## src/sfb_pkg.sv

```systemverilog
// ----------------------------------------------------------------------------
// sfb_pkg
// Shared types, constants and the CRC byte update for the serial frame builder.
// ----------------------------------------------------------------------------
package sfb_pkg;

  // Command codes carried on the input tuser bit
  localparam logic CMD_START   = 1'b0;
  localparam logic CMD_PAYLOAD = 1'b1;

  // Configuration register indexes
  localparam int unsigned CFG_IDX_W = 1;
  localparam logic [CFG_IDX_W-1:0] REG_START_MARKER   = 1'b0;
  localparam logic [CFG_IDX_W-1:0] REG_FRAME_CAPACITY = 1'b1;

  // Field widths
  localparam int unsigned BYTE_W = 8;
  localparam int unsigned HALF_W = 16;
  localparam int unsigned LEN_W  = 17;
  localparam int unsigned IDX_W  = 4;

  // Frame constants
  localparam logic [LEN_W-1:0]  OVERHEAD_BYTES = 17'd11;
  localparam logic [LEN_W-1:0]  CAP_RESET      = 17'd65546;
  localparam logic [HALF_W-1:0] CRC_INIT       = 16'hFFFF;
  localparam logic [HALF_W-1:0] CRC_POLY       = 16'h1021;

  // Beat positions within a start item
  localparam logic [IDX_W-1:0] BEAT_MARKER    = 4'd0;
  localparam logic [IDX_W-1:0] BEAT_GROUP     = 4'd1;
  localparam logic [IDX_W-1:0] BEAT_CODE      = 4'd2;
  localparam logic [IDX_W-1:0] BEAT_ID_LO     = 4'd3;
  localparam logic [IDX_W-1:0] BEAT_ID_HI     = 4'd4;
  localparam logic [IDX_W-1:0] BEAT_RSVD_LO   = 4'd5;
  localparam logic [IDX_W-1:0] BEAT_RSVD_HI   = 4'd6;
  localparam logic [IDX_W-1:0] BEAT_LEN_LO    = 4'd7;
  localparam logic [IDX_W-1:0] BEAT_LEN_HI    = 4'd8;
  localparam logic [IDX_W-1:0] BEAT_HDR_CRCLO = 4'd9;
  localparam logic [IDX_W-1:0] BEAT_HDR_CRCHI = 4'd10;

  // Beat positions within a payload item
  localparam logic [IDX_W-1:0] BEAT_DATA      = 4'd0;
  localparam logic [IDX_W-1:0] BEAT_PAY_CRCLO = 4'd1;
  localparam logic [IDX_W-1:0] BEAT_PAY_CRCHI = 4'd2;

  // CRC-16/CCITT-FALSE, one byte, MSB first
  function automatic logic [HALF_W-1:0] crc_update(input logic [HALF_W-1:0] crc,
                                                   input logic [BYTE_W-1:0] b);
    logic [HALF_W-1:0] c;
    c = crc ^ {b, 8'h00};
    for (int k = 0; k < BYTE_W; k++) begin
      if (c[HALF_W-1]) begin
        c = {c[HALF_W-2:0], 1'b0} ^ CRC_POLY;
      end else begin
        c = {c[HALF_W-2:0], 1'b0};
      end
    end
    return c;
  endfunction

endpackage

```

## src/serial_frame_builder_crc16.sv

```systemverilog
// ----------------------------------------------------------------------------
// serial_frame_builder_crc16
// Expands start and payload beats into framed serial bytes with a CRC-16 trailer.
// ----------------------------------------------------------------------------
//
// Channel   Dir  Handshake             Content
// s_axis    in   tvalid / tready       tuser = cmd, tdata = header fields / data byte
// m_axis    out  tvalid / tready       tdata = byte + frame length, tlast, tuser = error
// cfg       in   cfg_valid / cfg_ready index 0 = start marker, 1 = frame capacity
//
// Bytes: a payload beat gives one byte (three when it closes the frame and the two
// CRC bytes follow), a start beat gives nine bytes (eleven for an empty payload,
// one when the frame is rejected). The single output register sends one
// frame byte per cycle while m_axis_tready is high. A payload beat with no
// open frame is dropped and gives no byte.
// Reset: no frame open, CRC at all ones, marker 0, capacity 65546.
// Stalls: the output register holds while m_axis_tready is low and the work
// register then holds the item being expanded; the next input beat is taken
// in the same cycle as the last output byte of the current one.
// ----------------------------------------------------------------------------
module serial_frame_builder_crc16 (
  input  logic        clk_i,
  input  logic        rst_ni,
  // input stream
  input  logic        s_axis_tvalid,
  output logic        s_axis_tready,
  // [7:0] group byte, [15:8] op_code, [31:16] message_id,
  // [47:32] payload_length, [55:48] data_byte
  input  logic [55:0] s_axis_tdata,
  // [0] cmd
  input  logic        s_axis_tuser,
  // output stream
  output logic        m_axis_tvalid,
  input  logic        m_axis_tready,
  // [7:0] out_byte, [24:8] frame_length, [31:25] zero
  output logic [31:0] m_axis_tdata,
  output logic        m_axis_tlast,
  // [0] error
  output logic        m_axis_tuser,
  // configuration
  input  logic        cfg_valid_i,
  output logic        cfg_ready_o,
  input  logic        cfg_index_i,
  input  logic [16:0] cfg_data_i
);

  // --------------------------------------------------------------------------
  // Configuration registers
  // --------------------------------------------------------------------------
  logic [7:0]  marker_q;
  logic [16:0] cap_q;

  assign cfg_ready_o = 1'b1;

  always_ff @(posedge clk_i or negedge rst_ni) begin
    if (!rst_ni) begin
      marker_q <= '0;
      cap_q    <= sfb_pkg::CAP_RESET;
    end else if (cfg_valid_i) begin
      case (cfg_index_i)
        sfb_pkg::REG_START_MARKER:   marker_q <= cfg_data_i[7:0];
        sfb_pkg::REG_FRAME_CAPACITY: cap_q    <= cfg_data_i;
        default: ;
      endcase
    end
  end

  // --------------------------------------------------------------------------
  // Work register: holds the accepted item while its bytes go out
  // --------------------------------------------------------------------------
  logic        busy_q;
  logic        cmd_q;
  logic [7:0]  grp_q;
  logic [7:0]  code_q;
  logic [15:0] id_q;
  logic [15:0] plen_q;
  logic [7:0]  data_q;
  logic [3:0]  idx_q;

  // Frame state
  logic        open_q;
  logic [15:0] crc_q;
  logic [15:0] left_q;
  logic [16:0] total_q;

  // Output register
  logic        m_valid_q;
  logic [7:0]  m_byte_q;
  logic        m_last_q;
  logic        m_err_q;
  logic [16:0] m_flen_q;

  logic        out_free;
  logic        is_start;
  logic        drop;
  logic        emit;
  logic        item_done;
  logic        in_fire;
  logic [16:0] total_w;
  logic        too_long;

  logic [7:0]  beat_byte;
  logic        beat_last;
  logic        beat_err;
  logic [16:0] beat_flen;
  logic        beat_hash;
  logic        beat_final;
  logic [15:0] crc_next;

  assign out_free  = !m_valid_q || m_axis_tready;
  assign is_start  = (cmd_q == sfb_pkg::CMD_START);
  // drop a payload beat that arrives with no frame open: it produces no bytes
  assign drop      = busy_q && !is_start && !open_q;
  assign emit      = busy_q && !drop && out_free;
  assign item_done = drop || (emit && beat_final);
  assign in_fire   = s_axis_tvalid && s_axis_tready;

  // take a new item when idle or when the current one finishes this cycle
  assign s_axis_tready = !busy_q || item_done;

  assign total_w  = sfb_pkg::OVERHEAD_BYTES + {1'b0, plen_q};
  assign too_long = (total_w > cap_q);

  // --------------------------------------------------------------------------
  // Byte selection for the current beat
  // --------------------------------------------------------------------------
  always_comb begin
    beat_byte  = '0;
    beat_last  = 1'b0;
    beat_err   = 1'b0;
    beat_flen  = '0;
    beat_hash  = 1'b0;
    beat_final = 1'b0;
    if (is_start) begin
      if (too_long) begin
        // rejected frame: a single error byte
        beat_last  = 1'b1;
        beat_err   = 1'b1;
        beat_final = 1'b1;
      end else begin
        case (idx_q)
          sfb_pkg::BEAT_MARKER: beat_byte = marker_q;
          sfb_pkg::BEAT_GROUP: begin
            beat_byte = grp_q;
            beat_hash = 1'b1;
          end
          sfb_pkg::BEAT_CODE: begin
            beat_byte = code_q;
            beat_hash = 1'b1;
          end
          sfb_pkg::BEAT_ID_LO: begin
            beat_byte = id_q[7:0];
            beat_hash = 1'b1;
          end
          sfb_pkg::BEAT_ID_HI: begin
            beat_byte = id_q[15:8];
            beat_hash = 1'b1;
          end
          sfb_pkg::BEAT_RSVD_LO: beat_hash = 1'b1;
          sfb_pkg::BEAT_RSVD_HI: beat_hash = 1'b1;
          sfb_pkg::BEAT_LEN_LO: begin
            beat_byte = plen_q[7:0];
            beat_hash = 1'b1;
          end
          sfb_pkg::BEAT_LEN_HI: begin
            beat_byte  = plen_q[15:8];
            beat_hash  = 1'b1;
            // an empty payload goes straight on to the trailer
            beat_final = (plen_q != '0);
          end
          sfb_pkg::BEAT_HDR_CRCLO: beat_byte = crc_q[7:0];
          sfb_pkg::BEAT_HDR_CRCHI: begin
            beat_byte  = crc_q[15:8];
            beat_last  = 1'b1;
            beat_flen  = total_q;
            beat_final = 1'b1;
          end
          default: beat_final = 1'b1;
        endcase
      end
    end else begin
      case (idx_q)
        sfb_pkg::BEAT_DATA: begin
          beat_byte  = data_q;
          beat_hash  = 1'b1;
          // the last payload byte of the frame pulls in the trailer
          beat_final = (left_q != 16'd1);
        end
        sfb_pkg::BEAT_PAY_CRCLO: beat_byte = crc_q[7:0];
        sfb_pkg::BEAT_PAY_CRCHI: begin
          beat_byte  = crc_q[15:8];
          beat_last  = 1'b1;
          beat_flen  = total_q;
          beat_final = 1'b1;
        end
        default: beat_final = 1'b1;
      endcase
    end
  end

  assign crc_next = sfb_pkg::crc_update(crc_q, beat_byte);

  // --------------------------------------------------------------------------
  // Work register and beat counter
  // --------------------------------------------------------------------------
  always_ff @(posedge clk_i or negedge rst_ni) begin
    if (!rst_ni) begin
      busy_q <= 1'b0;
      idx_q  <= '0;
    end else begin
      if (in_fire) begin
        busy_q <= 1'b1;
      end else if (item_done) begin
        busy_q <= 1'b0;
      end
      if (item_done) begin
        idx_q <= '0;
      end else if (emit) begin
        idx_q <= 4'(idx_q + 4'd1);
      end
    end
  end

  always_ff @(posedge clk_i) begin
    if (in_fire) begin
      cmd_q  <= s_axis_tuser;
      grp_q  <= s_axis_tdata[7:0];
      code_q <= s_axis_tdata[15:8];
      id_q   <= s_axis_tdata[31:16];
      plen_q <= s_axis_tdata[47:32];
      data_q <= s_axis_tdata[55:48];
    end
  end

  // --------------------------------------------------------------------------
  // Frame state: advance on every byte that leaves
  // --------------------------------------------------------------------------
  always_ff @(posedge clk_i or negedge rst_ni) begin
    if (!rst_ni) begin
      open_q  <= 1'b0;
      crc_q   <= sfb_pkg::CRC_INIT;
      left_q  <= '0;
      total_q <= '0;
    end else if (emit) begin
      if (is_start) begin
        if (too_long) begin
          open_q  <= 1'b0;
          left_q  <= '0;
          crc_q   <= sfb_pkg::CRC_INIT;
          total_q <= '0;
        end else if (idx_q == sfb_pkg::BEAT_MARKER) begin
          // a new start abandons any open frame
          open_q  <= 1'b0;
          left_q  <= '0;
          crc_q   <= sfb_pkg::CRC_INIT;
          total_q <= total_w;
        end else begin
          if (beat_hash) begin
            crc_q <= crc_next;
          end
          if (idx_q == sfb_pkg::BEAT_LEN_HI && plen_q != '0) begin
            open_q <= 1'b1;
            left_q <= plen_q;
          end
          if (idx_q == sfb_pkg::BEAT_HDR_CRCHI) begin
            open_q <= 1'b0;
            left_q <= '0;
          end
        end
      end else begin
        if (idx_q == sfb_pkg::BEAT_DATA) begin
          crc_q  <= crc_next;
          left_q <= 16'(left_q - 16'd1);
        end
        if (idx_q == sfb_pkg::BEAT_PAY_CRCHI) begin
          open_q <= 1'b0;
          left_q <= '0;
        end
      end
    end
  end

  // --------------------------------------------------------------------------
  // Output register
  // --------------------------------------------------------------------------
  always_ff @(posedge clk_i or negedge rst_ni) begin
    if (!rst_ni) begin
      m_valid_q <= 1'b0;
    end else if (emit) begin
      m_valid_q <= 1'b1;
    end else if (m_axis_tready) begin
      m_valid_q <= 1'b0;
    end
  end

  always_ff @(posedge clk_i) begin
    if (emit) begin
      m_byte_q <= beat_byte;
      m_last_q <= beat_last;
      m_err_q  <= beat_err;
      m_flen_q <= beat_flen;
    end
  end

  assign m_axis_tvalid = m_valid_q;
  assign m_axis_tdata  = {7'd0, m_flen_q, m_byte_q};
  assign m_axis_tlast  = m_last_q;
  assign m_axis_tuser  = m_err_q;

  // --------------------------------------------------------------------------
  // Assertions
  // --------------------------------------------------------------------------
  // an open frame has payload bytes still to come, except while its trailer
  // bytes leave
  a_open_has_left: assert property (@(posedge clk_i) disable iff (!rst_ni)
    (open_q && (is_start || idx_q == sfb_pkg::BEAT_DATA)) |-> (left_q != '0))
    else $error("open frame with no bytes left");

  // a dropped payload beat never produces a byte
  a_drop_silent: assert property (@(posedge clk_i) disable iff (!rst_ni)
    drop |=> !(m_axis_tvalid && !$past(m_axis_tvalid && !m_axis_tready)
               && $past(!emit)))
    else $error("dropped payload produced output");

  // an error byte is a zero byte that closes the run with no length
  a_err_shape: assert property (@(posedge clk_i) disable iff (!rst_ni)
    (m_axis_tvalid && m_axis_tuser) |-> (m_axis_tlast && m_axis_tdata == 32'd0))
    else $error("malformed error beat");

  // frame length appears only on the closing CRC byte
  a_flen_last: assert property (@(posedge clk_i) disable iff (!rst_ni)
    (m_axis_tvalid && !m_axis_tlast) |-> (m_axis_tdata[24:8] == 17'd0))
    else $error("frame length on a non-final beat");

endmodule
```

## config.mk

```make
export PLATFORM = sky130hd
export DESIGN_NAME = serial_frame_builder_crc16
export DESIGN_NICKNAME = d
export VERILOG_FILES = /design/src/sfb_pkg.sv /design/src/serial_frame_builder_crc16.sv
export SDC_FILE = /design/constraint.sdc
export NUM_CORES = 1
export LEC_CHECK = 0
export BUFFER_PORTS_ARGS = -buffer_cell sky130_fd_sc_hd__buf_2
export CAP_MARGIN = 10
export CELL_PAD_IN_SITES_DETAIL_PLACEMENT = 2
export CELL_PAD_IN_SITES_GLOBAL_PLACEMENT = 2
export CORE_ASPECT_RATIO = 1.1
export CORE_MARGIN = 2
export CORE_UTILIZATION = 41
export DETAILED_ROUTE_END_ITERATION = 10
export GPL_TIMING_DRIVEN = 0
export PLACE_DENSITY = 0.87
export SYNTH_ARGS = -nofsm -noshare
export SYNTH_HDL_FRONTEND = slang
export SYNTH_SLANG_ARGS = --single-unit
```

## constraint.sdc

```tcl
create_clock -name clk_i -period 16.9 [get_ports clk_i]
set_input_delay 1.69 -clock clk_i [delete_from_list [all_inputs] [get_ports clk_i]]
set_output_delay 1.69 -clock clk_i [all_outputs]
set_load 0.02 [all_outputs]
```

==> metrics.txt <==
hold path start=total_q[9]$_DFFE_PN0P_; critical path class=reg -> out; Mapped Cells=just under 800; Crit. End Element=output pin; Root Driver=clkbuf_16; Worst Tran Pin Value=between 0.9 and 1 ns; number of synthesized flops with an enable pin=84; Primary FF master, synth=edfxtp_1; drt initial violations=slightly below 500; Worst Path Buf+Inv=4; Critical Path RT=around 15 ns; most common cell in the netlist=edfxtp_1; largest cells by area after synthesis=edfxtp_1 29%, dfrtp_1 18%, dfstp_2 5.8%, ha_1 3.5%, mux2_2 3.4%; VDD IR max=roughly 0.079 mV; final setup fails=0; Slowest-stage cell, CP=edfxtp_1; synth warn=0; CTS H-tree depth=4; worst reg-to-reg path cell count=21; Tcrit/Tclk final=39.9%; Mapped Area=between 8000 and 9000 µm²; post-cts resize count=0; WHS Path Cells=2; Slew Limit Headroom=a little under two fifths; fmax=approximately 0.15 GHz; RSZ-0062 raised after global routing=no; LEAKAGE=between 4 and 5 nW; share of cells above drive strength 1=26.2%; worst-skew pair later-pin latency=between 0.4 and 0.5 ns; number of max-slew violations in the final report=0; IO Count=117; fin crit period=slightly below 7 ns; Num CTS Buffers=17; clk_skew=approximately 0.011 ns; sequential fraction of the synthesis area=between 50% and 60%; initial antenna violation count=0; Avg Cell Area, Syn=11.0 µm²; GRT overflow=0; Clock Tree Buf Depth=2; core area=about 20,000 µm²; kind of cell adding the most delay to the critical path=simple AND/OR/NAND/NOR gates; die height=~160 µm; CP Cell Sequence=inv_1, ha_1, inv_1, a21oi_1, nor2b_1, nor2b_1, and2_1, nand3_1, xnor2_1, ha_1, nand4_2, nor4_4, nand4_1, nand2_1, nand2_1, o211a_1, nor2_1, inv_1, buf_2; Min-Delay Path Class=reg -> reg; worst r2r src=plen_q[0]$_DFFE_PP_; final wirelength=29,800 µm; number of global-route vias before repair=between 7,000 and 8,000; share of the synthesized area in the top cell type=29.4%; CP arrival=5.05 ns; DIE AREA=~22,000 µm²; final HPWL from detailed placement=approximately 21,000 µm; Synth cell types=78; TritonCTS Sinks=165; initial core utilization=41.7%; Final Hold Fails=0; Critical Path Max Stage Delay=roughly 0.57 ns; input/output buffers=108; first-pass GRT wire length=roughly 46,000 µm; Worst R2R Setup Slack=approximately 11 ns; total setup buffers inserted after CTS=0; Antenna diodes=0; pin count of the biggest net entering global routing=49; RR Endpoint=plen_q[4]$_DFFE_PP_; via count=approximately 7,100; CP Max Fanout=8; worst hold endpoint=total_q[9]$_DFFE_PN0P_; CP dominant cell by count=inv_1; multi-input logic area=approximately 3700 µm²; placed cells=approximately 1,200; Synth Register Bits=between 150 and 200; antenna-violating nets left=0; die width=142 µm; WL/cell=25.2 µm; pwr/cell area=between 150 and 200 nW/µm²; Clock transition at path regs=approximately 0.07 ns; Seq. cell area=4570 µm²; total negative slack=0 ns; # hold bufs at CTS=0; ys async rst share=49.1%; # rows=between 50 and 60; Final #Nets=~1,000; DRT Pass-1 Iters=6; Post-Layout Cell Count=1,184; area leader, netlist=edfxtp_1; synth cell count leaders=84 x edfxtp_1, 67 x nand2_1, 62 x dfrtp_1; startpoint types=flop; drc violations=0; TritonCTS clock tree=done; area grow syn2layout=18.5%; Max-cap violations=0; aggregate global-route resource usage=between 20 and 30%; Placer Congestion=0.860; vias per cell=5.96; filler cell count=around 2,100; status=finished clean
layout by cell type, fill, tap and decap left out, types with 9 or more instances in the layout:
cell / netlist / routed
and2_1: 24 / 24
a222oi_1: 10 / 10
a21o_1: 9 / 9
clkbuf_16: 0 / 17
edfxtp_1: 84 / 84
nand3_1: 25 / 25
ha_1: 24 / 24
buf_2: 12 / 119
nor2_1: 56 / 56
mux2i_1: 9 / 9
nor3_1: 18 / 18
xor2_1: 9 / 9
clkbuf_1: 19 / 19
a22oi_1: 20 / 20
xnor2_1: 20 / 20
dfrtp_1: 62 / 62
nand2_1: 67 / 67
buf_4: 11 / 12
dfstp_2: 19 / 19
a21oi_1: 37 / 37
inv_1: 33 / 33
mux2_2: 26 / 26
o21ai_0: 58 / 58
area by class of cell:
cell class | count | area share (%)
buffer | 47 | 2.51
clock buffer | 17 | 4.18
clock inverter | 15 | 1.57
inverter | 35 | 1.29
multi-input combinational | 537 | 35.9
sequential | 165 | 45.0
tap | 256 | 3.15
timing repair buffer | 112 | 6.42
per-layer routing:
metal	vias to the layer above	track usage, %	wire length [µm]
met5	-	0	0
met4	0	12.6	1130
met3	77	6.23	1780
met2	285	48.6	15200
met1	3579	33.4	11700
li1	3121	-	-
state kept, by name, summed over array words and instances, names as in the netlist:
| name | count |
|---|---|
| cap_q | 17 |
| m_flen_q | 17 |
| total_q | 17 |
| crc_q | 16 |
| id_q | 16 |
| left_q | 16 |
| plen_q | 16 |
| code_q | 8 |
| data_q | 8 |
| grp_q | 8 |
| m_byte_q | 8 |
| marker_q | 8 |
| idx_q | 4 |
| busy_q | 1 |
| cmd_q | 1 |
| m_axis_tlast | 1 |
| m_axis_tuser | 1 |
| m_axis_tvalid | 1 |
| open_q | 1 |
cells by family after synthesis:
kind of cell	count (synthesis)	synth area share, %
simple gates	241	14.4
xor+xnor	33	3.72
fa+ha+maj	24	3.50
other cells	2	0.0875
mux	35	4.46
compound gates	196	16.1
buf+inv	82	4.51
flops	165	53.3
tightest hold or removal path: cells and delay by family (launching register included):
kind | cells | cell delay [ns]
AOI/OAI and AO/OA | 1 | 0.06
and+or+nand+nor | 1 | 0.05
DFF | 1 | 0.34
stage by stage:
stage	util, %	cell area, µm²	setup slack (ns)	power (mW)	hold WS [ns]
floorplan	-	8600	10.65	1.03	0.430
global placement	46.0	9470	8.62	1.20	0.442
detailed placement	46.6	9590	10.67	1.25	0.457
CTS	49.4	10200	10.14	1.67	0.486
global route	49.4	10200	9.87	1.76	0.506
finish	49.4	10200	10.16	1.67	0.480
power breakdown:
part,internal (mW),switching (mW),leakage (nW),total (mW)
sequential,0.526,0.0738,1.78,0.599
combinational,0.246,0.430,2.16,0.676
clock,0.210,0.187,0.287,0.397
total,0.982,0.691,4.23,1.67
worst max path at each step:
stage | startpoint | to | slack, ns | cells after the start
finish | plen_q[0]$_DFFE_PP_ | s_axis_tready | 10.16 | 19
CTS | plen_q[0]$_DFFE_PP_ | s_axis_tready | 10.14 | 19
floorplan | plen_q[0]$_DFFE_PP_ | cmd_q$_DFFE_PP_ | 10.65 | 19
global placement | plen_q[0]$_DFFE_PP_ | plen_q[3]$_DFFE_PP_ | 8.62 | 19
detailed placement | plen_q[0]$_DFFE_PP_ | s_axis_tready | 10.67 | 19
global route | plen_q[0]$_DFFE_PP_ | s_axis_tready | 9.87 | 19
No activity file was read; power rests on OpenSTA's default activity.
